### src/hw/rtl/u8af_pkg.sv
// Package for the UTF-8 Latin to lowercase ASCII folding block.
// Holds the result word type, the Latin Extended-A range table and the fold function.
// No dependencies.
package u8af_pkg;

    localparam int unsigned BYTE_W = 8;
    localparam int unsigned CHAR_W = 7;
    localparam int unsigned LEAD_W = 5;
    localparam int unsigned EXT_N  = 21;
    localparam int unsigned IDX_W  = $clog2(EXT_N);

    localparam logic [CHAR_W-1:0] CH_A = 7'h61;
    localparam logic [CHAR_W-1:0] CH_C = 7'h63;
    localparam logic [CHAR_W-1:0] CH_E = 7'h65;
    localparam logic [CHAR_W-1:0] CH_I = 7'h69;
    localparam logic [CHAR_W-1:0] CH_J = 7'h6A;
    localparam logic [CHAR_W-1:0] CH_N = 7'h6E;
    localparam logic [CHAR_W-1:0] CH_O = 7'h6F;
    localparam logic [CHAR_W-1:0] CH_U = 7'h75;
    localparam logic [CHAR_W-1:0] CH_UPPER_A = 7'h41;
    localparam logic [CHAR_W-1:0] CH_UPPER_Z = 7'h5A;
    localparam logic [CHAR_W-1:0] CASE_BIT   = 7'h20;

    // entries that expand to two letters
    localparam logic [BYTE_W-1:0] MARK_IJ = 8'h49;
    localparam logic [BYTE_W-1:0] MARK_OE = 8'h4F;

    localparam logic [BYTE_W-1:0] LEAD_LO = 8'hC0;
    localparam logic [BYTE_W-1:0] LEAD_HI = 8'hDF;

    localparam logic [8:0] EXT_HI [EXT_N] = '{
        9'h105, 9'h10D, 9'h111, 9'h11B, 9'h123, 9'h127, 9'h131, 9'h133, 9'h135, 9'h138,
        9'h142, 9'h14B, 9'h151, 9'h153, 9'h159, 9'h161, 9'h167, 9'h173, 9'h175, 9'h178,
        9'h17E
    };
    localparam logic [BYTE_W-1:0] EXT_CH [EXT_N] = '{
        "a", "c", "d", "e", "g", "h", "i", "I", "j", "k",
        "l", "n", "o", "O", "r", "s", "t", "u", "w", "y",
        "z"
    };

    typedef struct packed {
        logic [1:0]        cnt;
        logic [CHAR_W-1:0] c0;
        logic [CHAR_W-1:0] c1;
    } t_fold;

    // fold the code point made of a held lead and its second byte
    function automatic t_fold fold_cp(input logic [LEAD_W-1:0] lead,
                                      input logic [BYTE_W-1:0] b);
        logic [12:0]       sum;
        logic [11:0]       cp;
        logic [IDX_W-1:0]  idx;
        logic [BYTE_W-1:0] ch;
        t_fold             r;
        sum = {2'b00, lead, 6'b000000} + {5'b00000, b};
        cp  = sum[11:0] - 12'd128;
        idx = '0;
        ch  = '0;
        r   = '0;
        if (sum < 13'd128) begin
            r.cnt = 2'd1;
            r.c0  = CH_A;
        end else if (cp >= 12'h0C0 && cp <= 12'h0FF) begin
            case (cp[4:0]) inside
                [5'h00:5'h06]: begin r.cnt = 2'd1; r.c0 = CH_A; end
                5'h07:         begin r.cnt = 2'd1; r.c0 = CH_C; end
                [5'h08:5'h0B]: begin r.cnt = 2'd1; r.c0 = CH_E; end
                [5'h0C:5'h0F]: begin r.cnt = 2'd1; r.c0 = CH_I; end
                5'h11:         begin r.cnt = 2'd1; r.c0 = CH_N; end
                [5'h12:5'h16]: begin r.cnt = 2'd1; r.c0 = CH_O; end
                [5'h19:5'h1C]: begin r.cnt = 2'd1; r.c0 = CH_U; end
                default:       r.cnt = 2'd0;
            endcase
        end else if (cp >= 12'h100 && cp <= 12'h17E) begin
            for (int i = EXT_N - 1; i >= 0; i--) begin
                if (cp[8:0] <= EXT_HI[i]) begin
                    idx = IDX_W'(i);
                end
            end
            ch = EXT_CH[idx];
            if (ch == MARK_IJ) begin
                r.cnt = 2'd2;
                r.c0  = CH_I;
                r.c1  = CH_J;
            end else if (ch == MARK_OE) begin
                r.cnt = 2'd2;
                r.c0  = CH_O;
                r.c1  = CH_E;
            end else begin
                r.cnt = 2'd1;
                r.c0  = ch[CHAR_W-1:0];
            end
        end
        return r;
    endfunction

endpackage

### src/hw/rtl/utf8_to_ascii_fold.sv
// Top level: folds a UTF-8 Latin byte stream to lowercase ASCII words.
// Path: a byte is registered in the input register, then folded into the result register on the master side.
// Throughput: 1 byte per cycle while the master side accepts every result; a byte that folds
// to two letters holds the fold stage while its second letter drains from the result register.
// Reset: synchronous, active low; clears the stage valids and the held lead byte.
// Depends on u8af_pkg.
module utf8_to_ascii_fold
    import u8af_pkg::*;
(
    input  logic              i_clk,
    input  logic              i_rst_n,
    input  logic              i_s_tvalid,
    output logic              o_s_tready,
    input  logic [BYTE_W-1:0] i_s_tdata,    // [7:0] in_byte
    output logic              o_m_tvalid,
    input  logic              i_m_tready,
    output logic [7:0]        o_m_tdata,    // [6:0] out_char, [7] zero
    output logic              o_m_tlast     // run_last
);

    logic              r_in_vld;
    logic [BYTE_W-1:0] r_in_byte;
    logic              r_lead_pend;
    logic [LEAD_W-1:0] r_lead_bits;
    logic              r_out_vld;
    logic [CHAR_W-1:0] r_out_char;
    logic              r_out_last;
    logic              r_sec_vld;
    logic [CHAR_W-1:0] r_sec_char;

    logic  out_take;
    logic  consume;
    t_fold res;
    t_fold n_res;
    logic  n_lead_pend;
    logic  n_lead_set;

    assign out_take   = r_out_vld && i_m_tready;
    assign consume    = r_in_vld && (!r_out_vld || (out_take && !r_sec_vld));
    assign o_s_tready = !r_in_vld || consume;

    assign res = fold_cp(r_lead_bits, r_in_byte);

    always_comb begin
        n_res       = '0;
        n_lead_pend = 1'b0;
        n_lead_set  = 1'b0;
        if (r_in_byte == '0) begin
            n_res.cnt = 2'd1;
        end else if (r_lead_pend) begin
            n_res = res;
        end else if (!r_in_byte[BYTE_W-1]) begin
            n_res.cnt = 2'd1;
            n_res.c0  = r_in_byte[CHAR_W-1:0];
            if (r_in_byte[CHAR_W-1:0] >= CH_UPPER_A && r_in_byte[CHAR_W-1:0] <= CH_UPPER_Z) begin
                n_res.c0 = r_in_byte[CHAR_W-1:0] | CASE_BIT;
            end
        end else if (r_in_byte >= LEAD_LO && r_in_byte <= LEAD_HI) begin
            n_lead_pend = 1'b1;
            n_lead_set  = 1'b1;
        end
    end

    always_ff @(posedge i_clk) begin
        if (!i_rst_n) begin
            r_in_vld    <= 1'b0;
            r_lead_pend <= 1'b0;
            r_lead_bits <= '0;
            r_out_vld   <= 1'b0;
            r_sec_vld   <= 1'b0;
        end else begin
            if (o_s_tready) begin
                r_in_vld <= i_s_tvalid;
            end
            if (consume) begin
                r_lead_pend <= n_lead_pend;
                r_lead_bits <= n_lead_set ? r_in_byte[LEAD_W-1:0] : '0;
            end
            if (out_take && r_sec_vld) begin
                r_out_vld <= 1'b1;
                r_sec_vld <= 1'b0;
            end else if (consume) begin
                r_out_vld <= (n_res.cnt != 2'd0);
                r_sec_vld <= (n_res.cnt == 2'd2);
            end else if (out_take) begin
                r_out_vld <= 1'b0;
            end
        end
    end

    always_ff @(posedge i_clk) begin
        if (o_s_tready && i_s_tvalid) begin
            r_in_byte <= i_s_tdata;
        end
        if (out_take && r_sec_vld) begin
            r_out_char <= r_sec_char;
            r_out_last <= 1'b1;
        end else if (consume) begin
            r_out_char <= n_res.c0;
            r_out_last <= (n_res.cnt != 2'd2);
            r_sec_char <= n_res.c1;
        end
    end

    assign o_m_tvalid = r_out_vld;
    assign o_m_tdata  = {1'b0, r_out_char};
    assign o_m_tlast  = r_out_last;

endmodule

### config.mk
export PLATFORM = sky130hd
export DESIGN_NAME = utf8_to_ascii_fold
export DESIGN_NICKNAME = d
export VERILOG_FILES = /design/src/hw/rtl/u8af_pkg.sv /design/src/hw/rtl/utf8_to_ascii_fold.sv
export SDC_FILE = /design/constraint.sdc
export NUM_CORES = 1
export LEC_CHECK = 0
export ABC_AREA = 0
export BUFFER_PORTS_ARGS = -buffer_cell sky130_fd_sc_hd__buf_4
export CORE_UTILIZATION = 62
export CTS_BUF_LIST = sky130_fd_sc_hd__clkbuf_16
export DETAILED_ROUTE_END_ITERATION = 6
export GPL_TIMING_DRIVEN = 0
export HOLD_SLACK_MARGIN = 0.05
export PLACE_DENSITY = 0.82
export SYNTH_ARGS = -nofsm -noshare
export SYNTH_HDL_FRONTEND = slang
export SYNTH_SLANG_ARGS = --single-unit
export TNS_END_PERCENT = 10
### constraint.sdc
create_clock -name i_clk -period 5.3 [get_ports i_clk]
set_input_delay 0 -clock i_clk [delete_from_list [all_inputs] [get_ports i_clk]]
set_output_delay 0 -clock i_clk [all_outputs]
set_load 0.02 [all_outputs]
# After elaboration in Yosys (flattened, before gate mapping)
# Memory sizes are Yosys's and may differ from the RTL's.
# Cells that the tools add are included.
# op_classes
reduce_logical,27
n_eq_ne,6
n_mul,0
shifts,0
n_mux,64
addsub,2
bitwise_logic,5
n_div,0
n_lt_le_gt_ge,41
# op_table
op,n
$le A9 B9 Y1 const B,21
$mux W5,25
$mux W7,13
$mux W9,4
$mux W16,2
$mux W8,3
$eq A8 B7 Y1 const B,2
$logic_and A1 B1 Y1,14
$mux W1,14
$mux W14,1
$add A11 B8 Y12,1
$ge A12 B8 Y1 const B,1
$ge A12 B9 Y1 const B,1
$le A12 B8 Y1 const B,1
$le A12 B9 Y1 const B,1
$lt A12 B8 Y1 const B,1
$sub A12 B8 Y12 const B,1
$ge A5 B4 Y1 const B,2
$ge A5 B5 Y1 const B,2
$le A5 B4 Y1 const B,2
$le A5 B5 Y1 const B,2
$ge A8 B8 Y1 const B,1
$le A8 B8 Y1 const B,1
$logic_not A8 Y1,1
21 further kinds,28
# word_totals
output_inout_bits,11
latch_bits,0
word_cells,156
rom_bits,256
register_bits,32
memories,1
inputBits,12
ram_bits,0
# mem_list
name,depth,word_bits,rd,rd_clocked_by_memory_dff,write_ports,line,rtl
(name not given),32,8,1,0,0,u8af_pkg.sv:81,ch = EXT_CH[idx];

# Depth between registers and ports, before layout
# Gate-level depths: netlist of the first run.
# logic_depth
depth_word,42
mapped_depth,21
mapped_depth_nobuf,19

# Worst setup path before layout of the first run
# Ideal clock, no wire load.
# synth_timing
path_kind,reg-to-reg
start,register r_in_byte[6]
end,register r_out_last (netlist: o_m_tlast)
path_buffers,1
setup_time_ns,0.120
path_stages_with_launch,20
synth_period_minus_slack_ns,4.440
t_arrival_ns,4.320
required_time_ns,5.180
slack_ns,0.860
path_cell_list,edfxtp_1 ha_1 fa_1 xor2_1 inv_1 ha_1 or3_1 o21ai_1 a31oi_1 o211ai_1 a211oi_2 o311ai_4 inv_2 ha_1 o221a_2 nand2_1 o211ai_1 or3_1 clkbuf_1 o31a_1
# synth_via
elab_chain_len,40
# synth_rtl
item,line,rtl
from (decl),utf8_to_ascii_fold.sv:22,logic [BYTE_W-1:0] r_in_byte;
from (signal assigned),utf8_to_ascii_fold.sv:93,r_in_byte <= i_s_tdata;
$add A11 B8 Y12,u8af_pkg.sv:56,"sum = {2'b00, lead, 6'b000000} + {5'b00000, b};"
$sub A12 B8 Y12,u8af_pkg.sv:57,cp = sum[11:0] - 12'd128;
$le A9 B9 Y1,u8af_pkg.sv:77,if (cp[8:0] <= EXT_HI[i]) begin
$mux W5 (21 in a row),u8af_pkg.sv:77,
$mux W5,u8af_pkg.sv:75,end else if (cp >= 12'h100 && cp <= 12'h17E) begin
$mux W5,u8af_pkg.sv:64,end else if (cp >= 12'h0C0 && cp <= 12'h0FF) begin
$mux W5,u8af_pkg.sv:61,if (sum < 13'd128) begin
$not A5 Y6 (implied by the code),u8af_pkg.sv:81,
[... 4 more ...],--,
$mux W9,u8af_pkg.sv:86,end else if (ch == MARK_OE) begin
$mux W16,u8af_pkg.sv:82,if (ch == MARK_IJ) begin
$mux W16,u8af_pkg.sv:75,
$mux W9,u8af_pkg.sv:64,
$mux W9,u8af_pkg.sv:61,
$mux W9,utf8_to_ascii_fold.sv:50,end else if (r_lead_pend) begin
$mux W2 (*),utf8_to_ascii_fold.sv:48,if (r_in_byte == '0) begin
$ne A2 B2 Y1 (*),utf8_to_ascii_fold.sv:100,r_out_last <= (n_res.cnt != 2'd2);
to (signal assigned),utf8_to_ascii_fold.sv:100,
to (decl),utf8_to_ascii_fold.sv:27,logic r_out_last;
# Mark *: on every way between the ends. The rest lies on a longest branch, timed or not. The select of a mux whose other input is x is not followed.
# A chain may end at the register's enable or synchronous reset.

# Final worst setup path of the first run
# layout_timing
start,register r_in_byte[6]
end,register r_out_vld (netlist: o_m_tvalid)
# layout_via
elab_chain_len,42
# layout_rtl
item,line,rtl
$add A11 B8 Y12,u8af_pkg.sv:56,
$sub A12 B8 Y12,u8af_pkg.sv:57,
$le A9 B9 Y1,u8af_pkg.sv:77,
$mux W5 (21 in a row),u8af_pkg.sv:77,
$mux W5,u8af_pkg.sv:75,
$mux W5,u8af_pkg.sv:64,
$mux W5,u8af_pkg.sv:61,
$not A5 Y6 (implied by the code),u8af_pkg.sv:81,
[... 6 more ...],--,
$mux W16,u8af_pkg.sv:75,
$mux W9,u8af_pkg.sv:64,
$mux W9,u8af_pkg.sv:61,
$mux W9,utf8_to_ascii_fold.sv:50,
$mux W2 (*),utf8_to_ascii_fold.sv:48,
$reduce_bool A2 Y1 (*),utf8_to_ascii_fold.sv:83,r_out_vld <= (n_res.cnt != 2'd0);
$mux W1 (*),utf8_to_ascii_fold.sv:82,end else if (consume) begin
$mux W1 (*),utf8_to_ascii_fold.sv:79,if (out_take && r_sec_vld) begin
to (signal assigned),utf8_to_ascii_fold.sv:83,
to (decl),utf8_to_ascii_fold.sv:25,logic r_out_vld;
# Marks and branches as above.

==> flow_summary.ini, run 1 <==
[pwr]
p_total_mw = 0.710
ir_worst_vdd_uv = 207
p_leak_nw = 1.35
p_per_area_mw_per_mm2 = 200

[logic_synthesis]
synth_cell_types = 81
syn_inst = 388
ys_seq_elements = 28
synthTopCellsByArea = edfxtp_1 (18%), dfxtp_1 (6.5%), nand2_1 (4.0%)
ys_seq_area_share_pct = 24.0
synthMostInstantiatedCell = nand2_1
yosys.area.top_type_share_pct = 17.5
synth_top_area_cell = edfxtp_1
synthFlopType = edfxtp_1
async_flop_share_pct = 0
syn_nets = 408
ys_warn_count = 0
synth_edf_count = 18
syn_avg_cell_area_um2 = 7.96
synth_commonest_cells = nand2_1 (33), nor2_1 (27), a21oi_1 (21), nand3_1 (19)
syn-cell-area_mm2 = 0.00309

[grt]
grtUsageTotal_pct = 38.3
overflow = 0
grt_max_degree = 17
grt_pass1_wl_mm = 15.4
antenna_found_initial = 0
grt_pass1_vias = 3051

[sta]
finalHoldViolations = 0
fin_crit_ns = 5.10
tns_ns = 0
finClkSkew_ns = 0.00329
worstMarginPinSlew_ns = 0.938
period_share_pct = 96.2
relSlewSlack_pct = 36.9
fmax_mhz = 196
rsz0062_at_grt = no
setup_violations = 0
slew_violations = 0

[run_status]
status = completed

[clock_tree]
clock_path_buffers = 2
clk_pin_slew_ns = 0.07
clk_latency_ns = 0.26
root_buffer = clkbuf_16
cts_buffers = 3
cts_tree = yes
cts.sinks = 28
htree_levels = 1

[final_layout]
nNetsFinal = 445
post-route-util_pct = 74.8
num_antenna_cells = 0
fin_cells = 491
drive_gt1_share_pct = 17.9
area.growth.synth_to_final_pct = 15.2

[die]
rows = 25
io_pins = 23
initial_utilization_pct = 64.9
die_h_um = 72.6
coreArea_mm2 = 0.00475
die_x_um = 72.6
dieArea_mm2 = 0.00526

[routing]
wl_per_cell_um = 20.9
drt-vias-per-instance = 7.09
dr_total_vias = 3482
drt_pass1_iterations = 5
drc = 0
wirelength_met1_mm = 4.07
met2_length_mm = 4.87
routed_wl_mm = 10.2
drtAntennaViolNets = 0
routed.top_layer = met4
drt_iter0_drc = 349
wl_met3_um = 982

[critical_path]
start_kind = register
cp_data_required_time_ns = 5.49
criticalPathCategory = reg2reg
arrival_ns = 5.29
critPathMaxFanout = 10
rrSetupSlack_ns = 0.20
cp-end-kind = register

[placed_design]
numPortBuffers = 20
gp_congestion = 0.949
hpwlAfterDp_mm = 7.04
place_inst = 475

[hold_path]
hold_class = in2reg

[flow_run]
maxCapViolCount = 0
[registers in the layout (all words and copies together) (netlist names)]
| register | count |
|---|---|
| r_lead_bits | 5 |
| r_in_byte | 8 |
| r_lead_pend | 1 |
| o_m_tlast | 1 |
| r_sec_char | 3 |
| r_in_vld | 1 |
| o_m_tvalid | 1 |
| r_out_char | 7 |
| r_sec_vld | 1 |
[final cells by class]
cell class / count / area, µm²
multi-input combinational: 323 / 2170
fill: 365 / 1200
sequential: 28 / 741
timing repair buffer: 32 / 263
buffer: 27 / 151
tap: 67 / 83.8
clock buffer: 3 / 75.1
inverter: 10 / 37.5
clock inverter: 1 / 30.0
[worst max-delay path, cell delays in order (launching register included)]
cell and delay (ns):
edfxtp_1 0.40, ha_1 0.25, fa_1 0.52, xor2_2 0.32, ha_1 0.22, buf_2 0.24, nand2_1 0.20, nor2_1 0.28
mux2i_1 0.15, o211ai_1 0.27, a211oi_2 0.13, o311ai_4 0.39, inv_2 0.12, ha_1 0.22, o221a_2 0.24, nand2_1 0.06
o211ai_1 0.11, or3_1 0.36, clkbuf_1 0.19, o2bb2ai_1 0.18, a21oi_1 0.17
[report_power, final]
group	internal, mW	total (mW)	switching (mW)
sequential	0.241	0.247	0.00597
clock	0.150	0.222	0.0717
combinational	0.0899	0.241	0.151
[repair_timing]
item | 4_1_cts | 5_1_grt
hold buffers | 9 | 0
resized for setup | 1 | 4
endpoints found under the setup margin | 1 | 9
pin swaps | 0 | 1
setup buffers | 0 | 3
hold endpoints to repair | 9 | 0
[placed cells by master, fill, tap and decap left out, drive strengths merged, types with 11 or more instances in the layout]
cell type / netlist / routed
a21o: 11 / 11
a21oi: 22 / 22
buf: 19 / 42
clkbuf: 8 / 11
edfxtp: 18 / 18
nand2: 34 / 34
nand3: 19 / 19
nand4: 11 / 11
nor2: 27 / 27
nor2b: 16 / 16
nor3: 13 / 13
o21ai: 25 / 25
[routing by layer]
metal / GRT usage [%] / vias up
met1: 51.7 / 1643
met5: 0 / -
met2: 62.4 / 243
met4: 13.5 / 0
met3: 5.83 / 32
li1: - / 1564
[logic make-up after synthesis]
logic type | count (synthesis) | synth area share (%)
XOR/XNOR | 2 | 0.568
adder cells (fa/ha/maj) | 8 | 3.49
AO/OA/AOI/OAI | 130 | 31.9
AND/OR/NAND/NOR | 178 | 32.4
other | 1 | 0.121
multiplexers | 4 | 1.38
flip-flops | 28 | 24.0
buffers and inverters | 37 | 6.08
[worst paths after layout]
kind	start	end	cells past startpoint
setup / recovery	r_in_byte[6]$_DFFE_PP_	o_m_tvalid$_SDFFE_PN0P_	20
hold / removal	i_rst_n	r_lead_bits[1]$_SDFFE_PN0P_	2
setup reg to reg	r_in_byte[6]$_DFFE_PP_	o_m_tvalid$_SDFFE_PN0P_	20
hold reg to reg	r_sec_vld$_SDFFE_PP0P_	r_sec_vld$_SDFFE_PP0P_	2
[stage by stage]
stage,area (µm²),setup WS (ns),hold WS (ns)
final,3560,0.200,0.142
after detailed placement,3320,0.0320,0.179
after floorplan,3090,0.860,0.0989
after CTS,3520,0.0192,0.111
after global routing,3560,0.0404,0.151
after global placement,3320,0.110,0.178
Note: power is estimated with default switching activity, not from simulation.
==> run 2: changes to the inputs <==
--- a/config.mk
+++ b/config.mk
@@ -9,10 +9,12 @@
 export BUFFER_PORTS_ARGS = -buffer_cell sky130_fd_sc_hd__buf_4
 export CORE_UTILIZATION = 62
 export CTS_BUF_LIST = sky130_fd_sc_hd__clkbuf_16
+export CTS_CLUSTER_SIZE = 20
 export DETAILED_ROUTE_END_ITERATION = 6
 export GPL_TIMING_DRIVEN = 0
 export HOLD_SLACK_MARGIN = 0.05
 export PLACE_DENSITY = 0.82
+export SLEW_MARGIN = 20
 export SYNTH_ARGS = -nofsm -noshare
 export SYNTH_HDL_FRONTEND = slang
 export SYNTH_SLANG_ARGS = --single-unit
==> constraint.sdc (replaced) <==
create_clock -name i_clk -period 5.3 [get_ports i_clk]
set_input_delay 0.53 -clock i_clk [delete_from_list [all_inputs] [get_ports i_clk]]
set_output_delay 0.53 -clock i_clk [all_outputs]
set_load 0.02 [all_outputs]
==> run 2 against run 1 <==
Net effect:
- final area decreased by 2.7%
- clock power about the same
- critical path depth decreased by 1
- combinational power decreased by 4%
- utilization decreased by 2.0 points
- sequential power about the same
- final cell count decreased by 2.0%
- clock skew increased by 0.0015 ns
- flip-flop and latch count unchanged
- setup slack got worse by 0.019 ns
==> flow_summary.ini, run 2 (synthesis results as in run 1) <==
[critical_path]
crit_slowest_cell = edfxtp_1
rrSetupSlack_ns = 0.18
cp_common_cell = ha_1
critPathMaxFanout = 6
ff2ff_path_depth = 19
reg2reg_from = r_in_byte[6]$_DFFE_PP_
arrival_ns = 5.31
cp.buffers_inverters = 2
slowest_delay_ns = 0.51
cp-end-kind = register
r2r-end = o_m_tvalid$_SDFFE_PN0P_
cp_data_required_time_ns = 5.50
criticalPathCategory = reg2reg
path_cells = ha_1 -> fa_1 -> xor2_2 -> ha_1 -> nand4bb_1 -> o41ai_1 -> a21oi_1 -> nand2_1 -> a211oi_2 -> o311ai_4 -> inv_2 -> ha_1 -> o221a_2 -> nand2_1 -> o211ai_1 -> or3_1 -> clkbuf_1 -> o2bb2ai_1 -> a21oi_1
path_delay_family = compound AO/OA/AOI/OAI gates
start_kind = register
cp.depth = 19

[pwr]
p_per_area_mw_per_mm2 = 202
ir_worst_vdd_uv = 202
p_total_mw = 0.698
p_leak_nw = 1.30

[sta]
tns_ns = 0
finalHoldViolations = 0
relSlewSlack_pct = 39.5
finClkSkew_ns = 0.00477
setup_violations = 0
period_share_pct = 96.6
slew_violations = 0
worstMarginPinSlew_ns = 0.900
fin_crit_ns = 5.12
fmax_mhz = 195
rsz0062_at_grt = no

[grt]
grt_max_degree = 17
overflow = 0
grtUsageTotal_pct = 35.0
grt_pass1_wl_mm = 14.2
grt_pass1_vias = 2866
antenna_found_initial = 0

[hold_path]
hold_path_startpoint = i_s_tdata[7]
whs_path_depth = 1
hold_end = r_in_byte[7]$_DFFE_PP_
hold_class = in2reg

[clock_tree]
htree_levels = 1
cts_buffers = 3
clock_path_buffers = 2
cts_tree = yes
postCtsHoldBufs = 0
root_buffer = clkbuf_16
clk_latency_ns = 0.26
cts.sinks = 28
clk_pin_slew_ns = 0.07

[final_layout]
fin_area_mm2 = 0.00346
drive_gt1_share_pct = 18.4
seqCellArea_um2 = 741
fin_cells = 481
multi_input_area_mm2 = 0.00218
largest_registers = r_in_byte x8, r_out_char x7, r_lead_bits x5
largest_register = r_in_byte
final_common_cell = nand2_1
final_cell_mix = nand2_1 (33), nor2_1 (27), buf_4 (25), a21oi_1 (21), nand3_1 (19)
num_antenna_cells = 0
area.growth.synth_to_final_pct = 12.1
largest_reg_flops = 8
n_fill_cell = 395
nNetsFinal = 435

[placed_design]
hpwlAfterDp_mm = 7.04
place_inst = 475
gp_congestion = 0.949
place_area_mm2 = 0.00332
numPortBuffers = 20

[routing]
drt_pass1_iterations = 5
wl_per_cell_um = 19.3
drc = 0
drt-vias-per-instance = 6.89
routed_wl_mm = 9.31
drt_iter0_drc = 304
dr_total_vias = 3312
drtAntennaViolNets = 0

[die]
initial_utilization_pct = 64.9
dieArea_mm2 = 0.00526
die_h_um = 72.6
io_pins = 23
die_x_um = 72.6
coreArea_mm2 = 0.00475
rows = 25

[run_status]
status = completed

[flow_run]
maxCapViolCount = 0
run 2: cell types whose count changed in the layout (fill, tap and decap cells not counted):
cell	previous run	this run
ha_2	0	1
ha_1	7	6
dlygate4sd3_1	9	0
buf_4	26	25
run 2: area by class of cell:
type / count / share of cell area, %
Timing Repair Buffer: 22 / 4.77
Buffer: 27 / 4.37
Clock buffer: 3 / 2.17
Multi-Input combinational cell: 323 / 62.9
Inverter: 10 / 1.08
Tap cell: 67 / 2.42
Sequential cell: 28 / 21.4
Clock inverter: 1 / 0.868
run 2: layer usage:
| layer | part of all wire, % | GRT usage [%] | routed length, µm | vias up |
|---|---|---|---|---|
| met5 | 0 | 0 | 0 | - |
| met4 | 3.2 | 13.9 | 298 | 0 |
| met3 | 7.9 | 5.14 | 734 | 30 |
| met2 | 46 | 54.4 | 4250 | 199 |
| met1 | 43 | 49.0 | 4020 | 1539 |
| li1 | - | - | - | 1544 |
run 2: per-stage QoR:
step,setup slack [ns],hold WS (ns),utilization [%]
floorplan,0.860,0.485,-
global route,0.00348,0.435,72.8
CTS,0.0192,0.437,72.1
finish,0.182,0.438,72.8
global placement,0.110,0.501,69.8
detailed placement,0.0320,0.506,69.8
run 2: worst max path at each step:
stage	slack [ns]	from	end
floorplan	0.86	r_in_byte[6]$_DFFE_PP_	o_m_tlast$_SDFFE_PP1P_
global route	0.003	r_in_byte[6]$_DFFE_PP_	o_m_tvalid$_SDFFE_PN0P_
detailed placement	0.03	r_in_byte[6]$_DFFE_PP_	o_m_tvalid$_SDFFE_PN0P_
CTS	0.02	r_in_byte[6]$_DFFE_PP_	o_m_tvalid$_SDFFE_PN0P_
global placement	0.11	r_in_byte[6]$_DFFE_PP_	o_m_tvalid$_SDFFE_PN0P_
finish	0.18	r_in_byte[6]$_DFFE_PP_	o_m_tvalid$_SDFFE_PN0P_
run 2: where the power goes:
| group | internal (mW) | switching, mW | total, mW |
|---|---|---|---|
| clock network | 0.150 | 0.0698 | 0.220 |
| registers | 0.241 | 0.00613 | 0.247 |
| logic | 0.0852 | 0.146 | 0.231 |
| total | 0.477 | 0.222 | 0.698 |
run 2: what timing repair did:
item / in CTS / in global routing
setup endpoints to repair: 1 / 8
setup buffers: 0 / 2
pin swaps: 0 / 1
gates resized for setup: 1 / 5
==> run 3: changes to the inputs <==
--- a/config.mk
+++ b/config.mk
@@ -7,13 +7,12 @@
 export LEC_CHECK = 0
 export ABC_AREA = 0
 export BUFFER_PORTS_ARGS = -buffer_cell sky130_fd_sc_hd__buf_4
-export CORE_UTILIZATION = 62
+export CORE_UTILIZATION = 30
 export CTS_BUF_LIST = sky130_fd_sc_hd__clkbuf_16
 export CTS_CLUSTER_SIZE = 20
 export DETAILED_ROUTE_END_ITERATION = 6
 export GPL_TIMING_DRIVEN = 0
 export HOLD_SLACK_MARGIN = 0.05
-export PLACE_DENSITY = 0.82
 export SLEW_MARGIN = 20
 export SYNTH_ARGS = -nofsm -noshare
 export SYNTH_HDL_FRONTEND = slang
==> run 3 against run 2 <==
Net effect:
- first-iteration DRC count is 4.3% lower
- setup slack improved by 0.26 ns
- utilization down 37 points
- routed wire length shrank 1.4%
- fmax rose by 5.4%
- clock skew rose by 0.0012 ns
- largest cell class unchanged
- hold slack worse by 0.0080 ns
==> flow_summary.ini, run 3 (synthesis results as in run 1) <==
[run_status]
status = completed

[routing]
drtAntennaViolNets = 0
drt-vias-per-instance = 5.89
wl_per_cell_um = 16.8
wirelength_met1_mm = 4.26
wl_met3_um = 498
drt_pass1_iterations = 5
drt_iter0_drc = 291
routed_wl_mm = 9.17
met2_length_mm = 4.22
dr_total_vias = 3224
routed.top_layer = met4
drc = 0

[critical_path]
arrival_ns = 5.03
reg2reg_from = r_in_byte[6]$_DFFE_PP_
criticalPathCategory = reg2reg
critPathMaxFanout = 10
start_kind = register
cp-end-kind = register
cp_data_required_time_ns = 5.47
startpoint = r_in_byte[6]$_DFFE_PP_
ff2ff_path_depth = 18

[sta]
finalHoldViolations = 0
fmax_mhz = 206
period_share_pct = 91.7
worstMarginPinSlew_ns = 0.865
slew_violations = 0
tns_ns = 0
fin_crit_ns = 4.86
finClkSkew_ns = 0.00594
relSlewSlack_pct = 41.8
rsz0062_at_grt = no
setup_violations = 0

[placed_design]
gp_congestion = 1.03
hpwlAfterDp_mm = 7.16
place_area_mm2 = 0.00340
numPortBuffers = 20

[final_layout]
drive_gt1_share_pct = 18.8
num_antenna_cells = 0
final_cell_mix = nand2_1 (33), nor2_1 (27), buf_4 (25), nand3_1 (19), a21oi_1 (19)
fin_area_mm2 = 0.00354
largest_register = r_in_byte
largest_registers = r_in_byte x8, r_out_char x7, r_lead_bits x5
n_fill_cell = 1020
largest_reg_flops = 8
final_common_cell = nand2_1
area.growth.synth_to_final_pct = 14.8
nNetsFinal = 435

[die]
coreArea_mm2 = 0.00986
rows = 36
initial_utilization_pct = 31.3
die_h_um = 103
io_pins = 23
dieArea_mm2 = 0.0107
die_x_um = 103

[pwr]
p_total_mw = 0.652
p_leak_nw = 1.30
ir_worst_vdd_uv = 89.5
p_per_area_mw_per_mm2 = 184

[clock_tree]
cts_buffers = 3
root_buffer = clkbuf_16
htree_levels = 1
postCtsHoldBufs = 0
clk_pin_slew_ns = 0.07
cts.sinks = 28
clock_path_buffers = 2
cts_tree = yes
clk_latency_ns = 0.27

[grt]
antenna_found_initial = 0
overflow = 0
grt_pass1_vias = 3014
grt_pass1_wl_mm = 15.3
grtUsageTotal_pct = 18.3
grt_max_degree = 16

[hold_path]
hold_class = in2reg
whs_path_depth = 1
hold_path_startpoint = i_s_tdata[2]

[flow_run]
maxCapViolCount = 0
==> run 3: changes by cell type in the layout (fill, tap and decap cells not counted), sizes merged <==
cell	before	now
clkinv	0	1
bufinv	1	0
==> run 3: cell type report <==
cell class | instances | area (µm²) | share of cell area (%)
timing repair buffer | 22 | 165 | 4.66
buffer | 27 | 151 | 4.27
clock buffer | 3 | 75.1 | 2.12
clock inverter | 1 | 3.75 | 0.106
multi-input combinational | 323 | 2200 | 62.2
sequential | 28 | 741 | 20.9
inverter | 10 | 37.5 | 1.06
tap | 133 | 166 | 4.69
==> run 3: routing by layer <==
layer	track usage, %	up-vias
met4	5.74	0
met3	2.69	18
li1	-	1540
met5	0	-
met2	29.2	105
met1	25.2	1561
==> run 3: path summary, 6_finish.rpt <==
path,end,slack (ns)
hold / removal,r_in_byte[2]$_DFFE_PP_,0.43
hold reg to reg,r_sec_vld$_SDFFE_PP0P_,0.52
setup / recovery,r_sec_vld$_SDFFE_PP0P_,0.44
setup reg to reg,r_sec_vld$_SDFFE_PP0P_,0.44
==> run 3: power by group <==
part | switching, mW | internal, mW | leakage [nW] | total (mW)
Sequential | 0.00563 | 0.241 | 0.259 | 0.247
Combinational | 0.144 | 0.0858 | 1.00 | 0.230
Clock | 0.0748 | 0.101 | 0.0385 | 0.176
Total | 0.224 | 0.428 | 1.30 | 0.652
==> run 3: repair_timing <==
action,4_1_cts,5_1_grt
resized for setup,2,8
pin swaps,0,3
setup endpoints to repair,2,9
setup buffers,0,2
==> run 3: worst max-delay path, stage by stage (launching register included) <==
cell,delay (ns)
edfxtp_1,0.42
ha_1,0.25
fa_1,0.48
xor2_2,0.29
ha_1,0.22
buf_2,0.23
nor2b_2,0.29
a31oi_1,0.11
a31o_2,0.26
or3_1,0.44
o21ai_1,0.20
inv_1,0.13
ha_1,0.20
o221a_2,0.23
nand2_1,0.08
o211ai_1,0.12
or3_1,0.33
clkbuf_1,0.18
o41ai_2,0.29
==> run 3: metrics by stage <==
step                      utilization, %  setup WS (ns)  cells  hold WS [ns]
after floorplan                        -          0.860    388         0.485
after global placement              34.5        0.00261    541         0.498
after detailed placement            34.5        -0.0115    541         0.511
after CTS                           35.4         0.0386    545         0.429
after global routing                35.9         0.0543    547         0.427
final                               35.9          0.442    547         0.430
